$ cat src/rtl/rnsc_pkg.sv
`timescale 1ns / 1ps
// ----------------------------------------------------------------------------
// rnsc_pkg
// Shared types and constants for the relative-norm steady-state checker.
// ----------------------------------------------------------------------------
package rnsc_pkg;

  localparam int unsigned ValueBits = 32;
  localparam int unsigned FracBits  = 16;
  localparam int unsigned AccBits   = 64;
  localparam int unsigned RatioBits = 32;
  localparam int unsigned CfgIdxBits = 2;
  localparam int unsigned CfgDataBits = 32;

  // configuration register indexes
  localparam logic [CfgIdxBits-1:0] RegNormKind  = 2'd0;
  localparam logic [CfgIdxBits-1:0] RegSteadyTol = 2'd1;
  localparam logic [CfgIdxBits-1:0] RegZeroEps   = 2'd2;

  // norm kinds
  localparam logic [1:0] NormMax = 2'd0;
  localparam logic [1:0] NormSum = 2'd1;
  localparam logic [1:0] NormL2  = 2'd2;

  localparam logic [AccBits-1:0] QOne = AccBits'(64'h1_0000);

  typedef struct packed {
    logic signed [ValueBits-1:0] new_value;
    logic signed [ValueBits-1:0] old_value;
    logic                        is_pressure;
    logic                        is_free;
    logic                        last_item;
  } in_word_t;

  typedef struct packed {
    logic [RatioBits-1:0] velocity_ratio;
    logic [RatioBits-1:0] pressure_ratio;
    logic                 steady;
  } out_word_t;

  typedef enum logic [2:0] {
    StIdle,
    StSqrt,
    StDiv,
    StNext,
    StOut
  } state_e;

  // controller -> datapath
  typedef struct packed {
    logic accum;       // add the accepted word into the accumulators
    logic fin_start;   // latch accumulators, start finishing norms
    logic sqrt_step;   // one root bit pair
    logic div_load;    // load the divider for the selected field
    logic div_step;    // one quotient bit
    logic div_store;   // store the selected ratio
    logic sel_pres;    // 0 velocity field, 1 pressure field
    logic out_load;    // load the output register
  } ctrl_t;

  // datapath -> controller
  typedef struct packed {
    logic sqrt_done;
    logic div_done;
  } stat_t;

endpackage

$ cat src/rtl/rnsc_ctrl.sv
`timescale 1ns / 1ps
// ----------------------------------------------------------------------------
// rnsc_ctrl
// Sequencer: accumulate words, then root (euclidean norm only), divide twice and present result.
// ----------------------------------------------------------------------------
module rnsc_ctrl (
  input  logic            clk_i,
  input  logic            rst_ni,
  input  logic            in_valid_i,
  input  logic            in_last_i,
  input  logic            out_stall_i,
  input  rnsc_pkg::stat_t stat_i,
  output logic            in_stall_o,
  output logic            out_valid_o,
  output rnsc_pkg::ctrl_t ctrl_o
);

  rnsc_pkg::state_e state_q, state_d;
  logic pres_q, pres_d;
  logic out_valid_q, out_valid_d;
  logic acc_in;
  logic fin_q;  // first StSqrt cycle: accumulators move into the root unit

  assign acc_in = in_valid_i && !in_stall_o;

  // next state
  always_comb begin
    state_d = state_q;
    pres_d  = pres_q;
    unique case (state_q)
      rnsc_pkg::StIdle: if (acc_in && in_last_i) state_d = rnsc_pkg::StSqrt;
      rnsc_pkg::StSqrt: if (stat_i.sqrt_done && !fin_q) begin
        state_d = rnsc_pkg::StDiv;
        pres_d  = 1'b0;
      end
      rnsc_pkg::StDiv: if (stat_i.div_done) begin
        state_d = pres_q ? rnsc_pkg::StOut : rnsc_pkg::StNext;
      end
      rnsc_pkg::StNext: begin
        state_d = rnsc_pkg::StDiv;
        pres_d  = 1'b1;
      end
      rnsc_pkg::StOut: if (!out_valid_q || !out_stall_i) state_d = rnsc_pkg::StIdle;
      default: state_d = rnsc_pkg::StIdle;
    endcase
  end

  // outputs
  always_comb begin
    ctrl_o = '0;
    ctrl_o.sel_pres = pres_q;
    in_stall_o = (state_q != rnsc_pkg::StIdle);
    out_valid_d = out_valid_q && out_stall_i;
    unique case (state_q)
      rnsc_pkg::StIdle: begin
        ctrl_o.accum     = acc_in;
        ctrl_o.fin_start = 1'b0;
      end
      rnsc_pkg::StSqrt: begin
        ctrl_o.sel_pres = 1'b0;
        if (fin_q) begin
          ctrl_o.fin_start = 1'b1;
        end else begin
          ctrl_o.sqrt_step = !stat_i.sqrt_done;
          ctrl_o.div_load  = stat_i.sqrt_done;
        end
      end
      rnsc_pkg::StDiv: begin
        ctrl_o.div_step  = !stat_i.div_done;
        ctrl_o.div_store = stat_i.div_done;
      end
      rnsc_pkg::StNext: begin
        ctrl_o.div_load = 1'b1;
        ctrl_o.sel_pres = 1'b1;
      end
      rnsc_pkg::StOut: begin
        if (!out_valid_q || !out_stall_i) begin
          ctrl_o.out_load = 1'b1;
          out_valid_d     = 1'b1;
        end
      end
      default: ;
    endcase
  end

  // state registers; the last word is folded in at its accepting edge
  always_ff @(posedge clk_i or negedge rst_ni) begin
    if (!rst_ni) begin
      state_q     <= rnsc_pkg::StIdle;
      pres_q      <= 1'b0;
      out_valid_q <= 1'b0;
      fin_q       <= 1'b0;
    end else begin
      state_q     <= state_d;
      pres_q      <= pres_d;
      out_valid_q <= out_valid_d;
      fin_q       <= acc_in && in_last_i;
    end
  end

  assign out_valid_o = out_valid_q;

  assert property (@(posedge clk_i) disable iff (!rst_ni)
    (state_q != rnsc_pkg::StIdle) |-> in_stall_o)
    else $error("word accepted while busy");
  assert property (@(posedge clk_i) disable iff (!rst_ni)
    ctrl_o.out_load |-> (!out_valid_q || !out_stall_i))
    else $error("result overwritten while stalled");
  assert property (@(posedge clk_i) disable iff (!rst_ni)
    (acc_in && in_last_i) |=> (state_q == rnsc_pkg::StSqrt))
    else $error("last word did not start finishing");

endmodule

$ cat config.mk
export PLATFORM = sky130hd
export DESIGN_NAME = rnsc_ctrl
export DESIGN_NICKNAME = d
export VERILOG_FILES = /design/src/rtl/rnsc_pkg.sv /design/src/rtl/rnsc_ctrl.sv
export SDC_FILE = /design/constraint.sdc
export NUM_CORES = 1
export LEC_CHECK = 0
export BUFFER_PORTS_ARGS = -buffer_cell sky130_fd_sc_hd__buf_2
export CAP_MARGIN = 20
export CORE_AREA = 2 2 39 41
export DETAILED_ROUTE_END_ITERATION = 7
export DIE_AREA = 0 0 41 43
export PLACE_DENSITY = 0.54
export SETUP_SLACK_MARGIN = 0.5
export SKIP_CTS_REPAIR_TIMING = 1
export SLEW_MARGIN = 40
export SYNTH_ARGS = -nofsm -noshare
export SYNTH_HDL_FRONTEND = slang
export SYNTH_SLANG_ARGS = --single-unit
$ cat constraint.sdc
create_clock -name clk_i -period 1.6 [get_ports clk_i]
set_clock_uncertainty 0.2 [all_clocks]
set_input_delay 0.48 -clock clk_i [delete_from_list [all_inputs] [get_ports clk_i]]
set_output_delay 0.48 -clock clk_i [all_outputs]
set_load 0.005 [all_outputs]
Word level (Yosys, flattened, before mapping)
Cells that the tools add are included.
W data, S select, Z words.
Cells by class
  equal/unequal tests: 8
  muxes and demuxes: 20
  reductions and logical operators: 16
Operators with widths (count)
  $mux W3: 5
  $pmux W3 S5: 1
  $mux W1: 9
  $ne A2 B2 Y1 const B: 4
  $eq A3 B2 Y1 const B: 2
  $logic_not A1 Y1: 6
  $pmux W1 S2: 3
  $logic_and A1 B1 Y1: 4
  $mux W2: 2
  $reduce_and A4 Y1: 1
  $eq A3 B1 Y1 const B: 1
  $eq A3 B3 Y1 const B: 1
  $logic_not A3 Y1: 1
  $reduce_bool A3 Y1: 1
  $reduce_and A2 Y1: 1
  $reduce_bool A2 Y1: 1
  $logic_or A1 B1 Y1: 1
Storage, ports and cells
  flip-flop bits (word level): 6
  input port bits: 7
  output and inout port bits: 10
  word-level logic and storage cells: 48

Logic depth before layout (Yosys ltp)
Gate-level depths: netlist of run 1.
  depth after elaboration: 6
  depth in mapped cells: 4
  gate-level depth less buffers: 3

Worst setup path after synthesis of run 1
OpenSTA, ideal clock, no wires.
  path type: register -> output
  start point: register state_q[2]
  end point: output ctrl_o[7] in the netlist's numbering
  arrival: 1016 ps
  data required time: 920 ps
  slack: -96 ps
  cell stages (with the launch flop): 4
  path through: dfrtp_1 buf_6 or3_1 nor2_1
RTL lines
  start: declaration: RTL line rnsc_ctrl.sv:18  | rnsc_pkg::state_e state_q, state_d;
  start signal: assignment: RTL line rnsc_ctrl.sv:89  | state_q <= rnsc_pkg::StIdle;
  start signal: assignment: RTL line rnsc_ctrl.sv:94  | state_q <= state_d;
  end: declaration: RTL line rnsc_ctrl.sv:15  | output rnsc_pkg::ctrl_t ctrl_o

==> flow_summary.ini, run 1 <==
[routing]
ant_nets = 0
drcViolationCount = 0
routed_wl_um = 1180
dr.first_iter.drc_count = 5
vias_per_cell = 4.86
vias = 447
wl_per_cell_um = 12.9
dr.pass1.iters = 3

[timing]
layout_setup_ws_ns = -0.360
hold_viol = 0
setup-violations-final = 9
grt_setup_unrepaired = true
min_period_ns = 1.96
fin_setup_tns_ns = -2.76
tightest_slew_ns = 0.233
period_share = 1.22
drv_slew = 0
maxSlewHeadroom = 0.845
fmax_ghz = 0.510

[cts]
clock_latency_ns = 0.24
cts_tree = built
ctsLongestPathBuffers = 2
clk_pin_slew_ns = 0.04
h-tree-depth = 1
numClockSinks = 6
cts_buffers = 3
root_buffer = clkbuf_4

[grt]
gr-usage-all-layers = 0.120
grt_pass1_wl_um = 1370
grt_overflow_total = 0
antenna_found_initial = 0
grt_pass1_vias = 336
grt_max_degree = 10

[cells_and_area]
syn2layout_area_growth_pct = 91.6
drive_gt1_frac = 0.711
fin_nets = 85
insertedDiodeCount = 0

[critical_path]
critical_path_class = flop to output port
worstPathMaxFanout = 5
rrSetupSlack_ns = 0.18
arrival_ns = 1.28
reg2reg_depth = 5
slowest_stage = dfrtp_2
startpoint_type = flop
cpPeakStageDelay_ns = 0.43
crit_path_end_kind = output port
critPathRequiredTime_ns = 0.92
crit_path_cell_trace = buf_4 -> nor4b_4 -> buf_2

[place]
hpwl_um = 711
io_buffers = 16
place.gp.congestion = 0.695

[job]
maxCapViolCount = 0

[die]
die-width_um = 41
coreArea_um2 = 1380
rows = 14
initial_core_util = 0.270
dieArea_um2 = 1760
die_h_um = 43
io_pins = 17

[pwr]
ir_drop_mv = 0.697
cellPowerDensity_nw_per_um2 = 1720
finalPower_mw = 1.23
leakagePower_nw = 0.369

[status]
status = finished, violations left
violations = setup timing

[synthesis]
yosysWarningCount = 0
synth_cells = 43
synthTopCellsByArea = dfrtp_1, nand2_1, nor2_1, nand4b_1, a21oi_1
synth_cell_types = 21
yosys.area.top_type = dfrtp_1
ys_ff_latch = 6
synth_fp_nets = 50
synth_area_um2 = 374
yosysSeqAreaShare = 0.401
synth.top_cell.area_share = 0.401
syn_area_per_cell_um2 = 8.70

[worst_hold_path]
min_delay_path_depth = 3
hp-class = input port to flop
==> worst max-delay path, delay by kind of cell (launching register included) <==
family        cells  cell delay [ns]
flops             1             0.43
buf+inv           2             0.33
simple gates      1             0.28
==> logic make-up after synthesis <==
family / share of synthesized area
buf+inv: 0.0769
simple gates: 0.365
compound gates: 0.117
mux: 0.0401
flops: 0.401
==> sequential cells by signal (all words and copies together) (netlist names) <==
| name | cells |
|---|---|
| pres_q | 1 |
| state_q | 3 |
| fin_q | 1 |
| out_valid_o | 1 |
==> cell type report <==
type,instances,area [um2]
multi-input combinational,32,279
inverter,2,7.51
clock buffer,3,22.5
sequential,6,153
tap,16,20.0
timing repair buffer,33,235
fill,134,667
==> through the flow <==
step	instances	instance area [um2]	utilization	setup slack (ns)	hold slack (ns)
5_1_grt	92	717	0.518	-0.401	0.296
2_1_floorplan	43	410	-	-0.0541	-0.0156
4_1_cts	84	567	0.410	-0.404	-0.145
3_3_place_gp	81	544	0.393	-0.124	0.117
6_report	92	717	0.518	-0.360	0.277
3_5_place_dp	81	544	0.393	-0.141	0.121
==> routing by layer <==
layer | track usage | routed length (um) | up-vias
li1 | - | - | 218
met1 | 0.149 | 490 | 217
met2 | 0.175 | 638 | 8
met3 | 0.0314 | 27 | 4
met4 | 0.0800 | 27 | 0
met5 | 0 | 0 | -
==> synthesized netlist by cell type (all sizes together) <==
cell type,count
a21oi,3
a311oi,1
and3,1
and3b,1
buf,3
dfrtp,6
inv,2
mux2,1
nand2,7
nand2b,1
nand4b,2
nor2,6
nor2b,1
nor3,2
nor4b,1
nor4bb,1
o21a,1
o21ai,1
o21bai,1
or3,1
==> power breakdown <==
group | switching [mW] | internal (mW)
Clock | 0.0533 | 0.0848
Sequential | 0.0632 | 0.210
Combinational | 0.349 | 0.474
==> worst paths after layout <==
path / from / to
setup / recovery: state_q[0] / ctrl_o[3]
hold / removal: out_stall_i / out_valid_o
setup reg to reg: state_q[1] / state_q[0]
hold reg to reg: out_valid_o / out_valid_o
max in group asynchronous: rst_ni / state_q[0]
min in group asynchronous: rst_ni / pres_q
==> placed cells by master, fill, tap and decap left out, types with 3 or more instances in the layout <==
cell type and n:
nand2_1 5, clkbuf_4 3, buf_4 11, nor2_1 3, dfrtp_1 4, buf_2 15
buf_6 6
Power figures use the tool's default switching activity.
==> run 2, diff against run 1 <==
--- a/config.mk
+++ b/config.mk
@@ -11,7 +11,7 @@
 export DETAILED_ROUTE_END_ITERATION = 7
 export DIE_AREA = 0 0 41 43
 export PLACE_DENSITY = 0.54
-export SETUP_SLACK_MARGIN = 0.5
+export SETUP_SLACK_MARGIN = 0.2
 export SKIP_CTS_REPAIR_TIMING = 1
 export SLEW_MARGIN = 40
 export SYNTH_ARGS = -nofsm -noshare
==> flow_summary.ini, run 2 (same netlist as run 1, synthesis figures left out) <==
[timing]
fmax_ghz = 0.510
setup-violations-final = 9
maxSlewHeadroom = 0.850
layout_setup_ws_ns = -0.359
period_share = 1.22
grt_setup_unrepaired = true
hold_viol = 0
min_period_ns = 1.96
fin_setup_tns_ns = -2.56
tightest_slew_ns = 0.223
drv_slew = 0

[cells_and_area]
final_cell_mix = buf_2, buf_4, nand2_1, dfrtp_1, buf_6
fin_cells = 91
final_common_cell = buf_2
insertedDiodeCount = 0
fin_nets = 84
syn2layout_area_growth_pct = 85.6
largest_reg_flops = 3
fillers = 142
regMostFlops = state_q
drive_gt1_frac = 0.667

[grt]
grt_overflow_total = 0
gr-usage-all-layers = 0.140
antenna_found_initial = 0
grt_max_degree = 11
grt_pass1_vias = 378
grt_pass1_wl_um = 1570

[pwr]
cellPowerDensity_nw_per_um2 = 1690
leakagePower_nw = 0.357
ir_drop_mv = 0.667

[critical_path]
critical_path_class = flop to output port
critPathRequiredTime_ns = 0.92
startpoint_type = flop
crit_path_cell_trace = or3_4 -> nor2_2 -> buf_2
worstPathMaxFanout = 7
slowest_stage = dfrtp_2
arrival_ns = 1.28
crit_path_end_kind = output port
cpPeakStageDelay_ns = 0.46

[job]
maxCapViolCount = 0

[routing]
dr.pass1.iters = 2
vias_per_cell = 4.60
vias = 419
routed_wl_um = 992
dr.first_iter.drc_count = 2
wl_per_cell_um = 10.9
ant_nets = 0
drcViolationCount = 0

[die]
initial_core_util = 0.270
die_h_um = 43
rows = 14
die-width_um = 41
coreArea_um2 = 1380
dieArea_um2 = 1760
io_pins = 17

[cts]
root_buffer = clkbuf_4
numClockSinks = 6
clk_pin_slew_ns = 0.05
ctsLongestPathBuffers = 2
clock_latency_ns = 0.25
cts_buffers = 3
cts_tree = built
h-tree-depth = 1

[place]
io_buffers = 16
dp.cells = 84
place.gp.congestion = 0.742
hpwl_um = 725

[status]
status = finished, violations left
violations = setup timing

[worst_hold_path]
hp-class = input port to flop
## run 2: cell types whose count changed in the layout (fill, tap and decap cells not counted), sizes merged
cell | previous run | this run
buf | 32 | 31
## run 2: area by class of cell
class                      instances  area, um2  area share
multi-input combinational         32        272       0.391
sequential                         6        153       0.220
tap                               16       20.0      0.0288
clock buffer                       3       22.5      0.0324
timing repair buffer              32        220       0.317
inverter                           2       7.51      0.0108
## run 2: path summary, 6_finish.rpt
check	to	cells after the start	start	slack (ns)
setup / recovery	ctrl_o[7]	3	state_q[0]	-0.36
hold / removal	fin_q	3	in_last_i	0.25
setup reg to reg	pres_q	3	state_q[2]	0.22
hold reg to reg	out_valid_o	2	out_valid_o	0.34
max in group asynchronous	state_q[2]	2	rst_ni	0.64
min in group asynchronous	state_q[1]	2	rst_ni	0.38
## run 2: worst max-delay path: cells and delay by family (launching register included)
kind	cells	cell delay, ns
buffers and inverters	1	0.11
AND/OR/NAND/NOR	2	0.46
flip-flops	1	0.46
## run 2: stage by stage
stage	worst slack, ns	power (mW)	hold WS, ns	util	instance area [um2]
3_5_place_dp	-0.115	0.829	0.118	0.410	567
5_1_grt	-0.420	1.27	0.251	0.502	694
3_3_place_gp	-0.106	0.827	0.119	0.410	567
2_1_floorplan	-0.0544	0.618	-0.0156	-	410
6_report	-0.359	1.17	0.247	0.502	694
4_1_cts	-0.385	0.977	-0.151	0.426	589
## run 2: where the power goes
group	internal [mW]	switching [mW]	total, mW
Combinational	0.455	0.285	0.740
Sequential	0.210	0.0764	0.286
Clock	0.0852	0.0597	0.145
Total	0.750	0.421	1.17
## run 2: per-layer routing
| layer | routed length [um] | share of wire | GRT usage |
|---|---|---|---|
| met1 | 435 | 0.44 | 0.163 |
| met2 | 498 | 0.50 | 0.194 |
| met3 | 39 | 0.039 | 0.0785 |
| met4 | 19 | 0.019 | 0.0800 |
| met5 | 0 | 0 | 0 |
==> run 3, diff against run 2 <==
--- a/config.mk
+++ b/config.mk
@@ -7,10 +7,13 @@
 export LEC_CHECK = 0
 export BUFFER_PORTS_ARGS = -buffer_cell sky130_fd_sc_hd__buf_2
 export CAP_MARGIN = 20
+export CELL_PAD_IN_SITES_DETAIL_PLACEMENT = 0
+export CELL_PAD_IN_SITES_GLOBAL_PLACEMENT = 1
 export CORE_AREA = 2 2 39 41
+export CTS_CLUSTER_DIAMETER = 120
 export DETAILED_ROUTE_END_ITERATION = 7
 export DIE_AREA = 0 0 41 43
-export PLACE_DENSITY = 0.54
+export PLACE_DENSITY = 0.71
 export SETUP_SLACK_MARGIN = 0.2
 export SKIP_CTS_REPAIR_TIMING = 1
 export SLEW_MARGIN = 40
==> flow_summary.ini, run 3 (same netlist as run 1, synthesis figures left out) <==
[cts]
clock_latency_ns = 0.24
clk_pin_slew_ns = 0.04
cts_tree = built
ctsLongestPathBuffers = 2
cts_buffers = 3
numClockSinks = 6
h-tree-depth = 1
root_buffer = clkbuf_4

[critical_path]
reg2reg_to = pres_q
worstReg2RegStart = state_q[2]
critPathCapture = ctrl_o[7]
crit_path_end_kind = output port
worstPathMaxFanout = 5
crit_start = state_q[2]
critical_path_class = flop to output port
critPathRequiredTime_ns = 0.92
arrival_ns = 1.27
reg2reg_depth = 3
startpoint_type = flop
rrSetupSlack_ns = 0.22

[worst_hold_path]
hp-start = in_last_i
hp-class = input port to flop

[status]
violations = setup timing
status = finished, violations left

[routing]
wl_per_cell_um = 10.9
vias_per_cell = 4.79
drcViolationCount = 0
routed_wl_um = 983
vias = 431
dr.pass1.iters = 4
ant_nets = 0
dr.first_iter.drc_count = 7

[timing]
min_period_ns = 1.95
tightest_slew_ns = 0.218
holdWs_ns = 0.270
grt_setup_unrepaired = true
layout_setup_ws_ns = -0.350
maxSlewHeadroom = 0.852
period_share = 1.22
setup-violations-final = 9
fmax_ghz = 0.513
hold_viol = 0
drv_slew = 0

[cells_and_area]
drive_gt1_frac = 0.608
insertedDiodeCount = 0
final_design_area_no_fill_um2 = 654
fin_nets = 83
fillers = 135
syn2layout_area_growth_pct = 74.9
final_core_util = 0.473
largest_reg_flops = 3
final_common_cell = buf_2
final_cell_mix = buf_2, buf_4, nand2_1, buf_6
regMostFlops = state_q

[die]
coreArea_um2 = 1380
die_h_um = 43
rows = 14
die-width_um = 41
io_pins = 17
dieArea_um2 = 1760
initial_core_util = 0.270

[grt]
grt_pass1_vias = 369
grt_overflow_total = 0
grt_max_degree = 13
grt_pass1_wl_um = 1520
antenna_found_initial = 0
gr-usage-all-layers = 0.133

[pwr]
switching_power_uw = 389
seq_power_share = 0.266
clock_power_share = 0.126
p_comb_frac = 0.608
finalPower_mw = 1.09
switching_share = 0.358
p_int_uw = 697
cellPowerDensity_nw_per_um2 = 1660
ir_drop_mv = 0.971
leakagePower_nw = 0.346

[job]
maxCapViolCount = 0

[place]
io_buffers = 16
place.gp.congestion = 0.753
placed_area_um2 = 544
pre_cts_slack_ns = -0.117
hpwl_um = 705
-- run 3: changes by cell type in the layout (fill, tap and decap cells not counted), sizes merged --
cell,before,now
buf,31,30
-- run 3: layout make-up --
type / instances / area [um2] / area share
sequential: 6 / 153 / 0.233
timing repair buffer: 31 / 216 / 0.331
clock buffer: 3 / 22.5 / 0.0344
inverter: 2 / 7.51 / 0.0115
tap: 16 / 20.0 / 0.0306
multi-input combinational: 32 / 235 / 0.359
-- run 3: metrics by stage --
stage | TNS, ns | cells
final | -2.52 | 90
after global routing | -3.15 | 90
after global placement | -0.689 | 81
after detailed placement | -0.602 | 81
after floorplan | -0.0544 | 43
after CTS | -2.77 | 84
-- run 3: power by group through the flow --
stage	clock network, mW	registers, mW	logic, mW
after floorplan	0	0.260	0.358
after global placement	0	0.281	0.516
after detailed placement	0	0.280	0.518
after CTS	0.143	0.279	0.519
after global routing	0.158	0.302	0.728
final	0.137	0.289	0.660
-- run 3: critical path, stage by stage, from the launching register on --
cell and delay [ns]:
dfrtp_2 0.44, or3_4 0.41, nor2_2 0.08, buf_2 0.11
-- run 3: routing by layer --
layer / vias to the layer above / GRT usage / part of all wire
li1: 212 / - / -
met1: 202 / 0.155 / 0.41
met2: 15 / 0.181 / 0.52
met3: 2 / 0.0785 / 0.053
met4: 0 / 0.0800 / 0.015
met5: - / 0 / 0
-- run 3: how the worst min path moves through the flow --
stage,to,slack [ns],cells after the start
6_report,fin_q,0.27,3
5_1_grt,fin_q,0.27,3
4_1_cts,out_valid_o,-0.15,1
3_5_place_dp,out_valid_o,0.11,1
3_3_place_gp,out_valid_o,0.11,1
2_1_floorplan,fin_q,-0.02,0
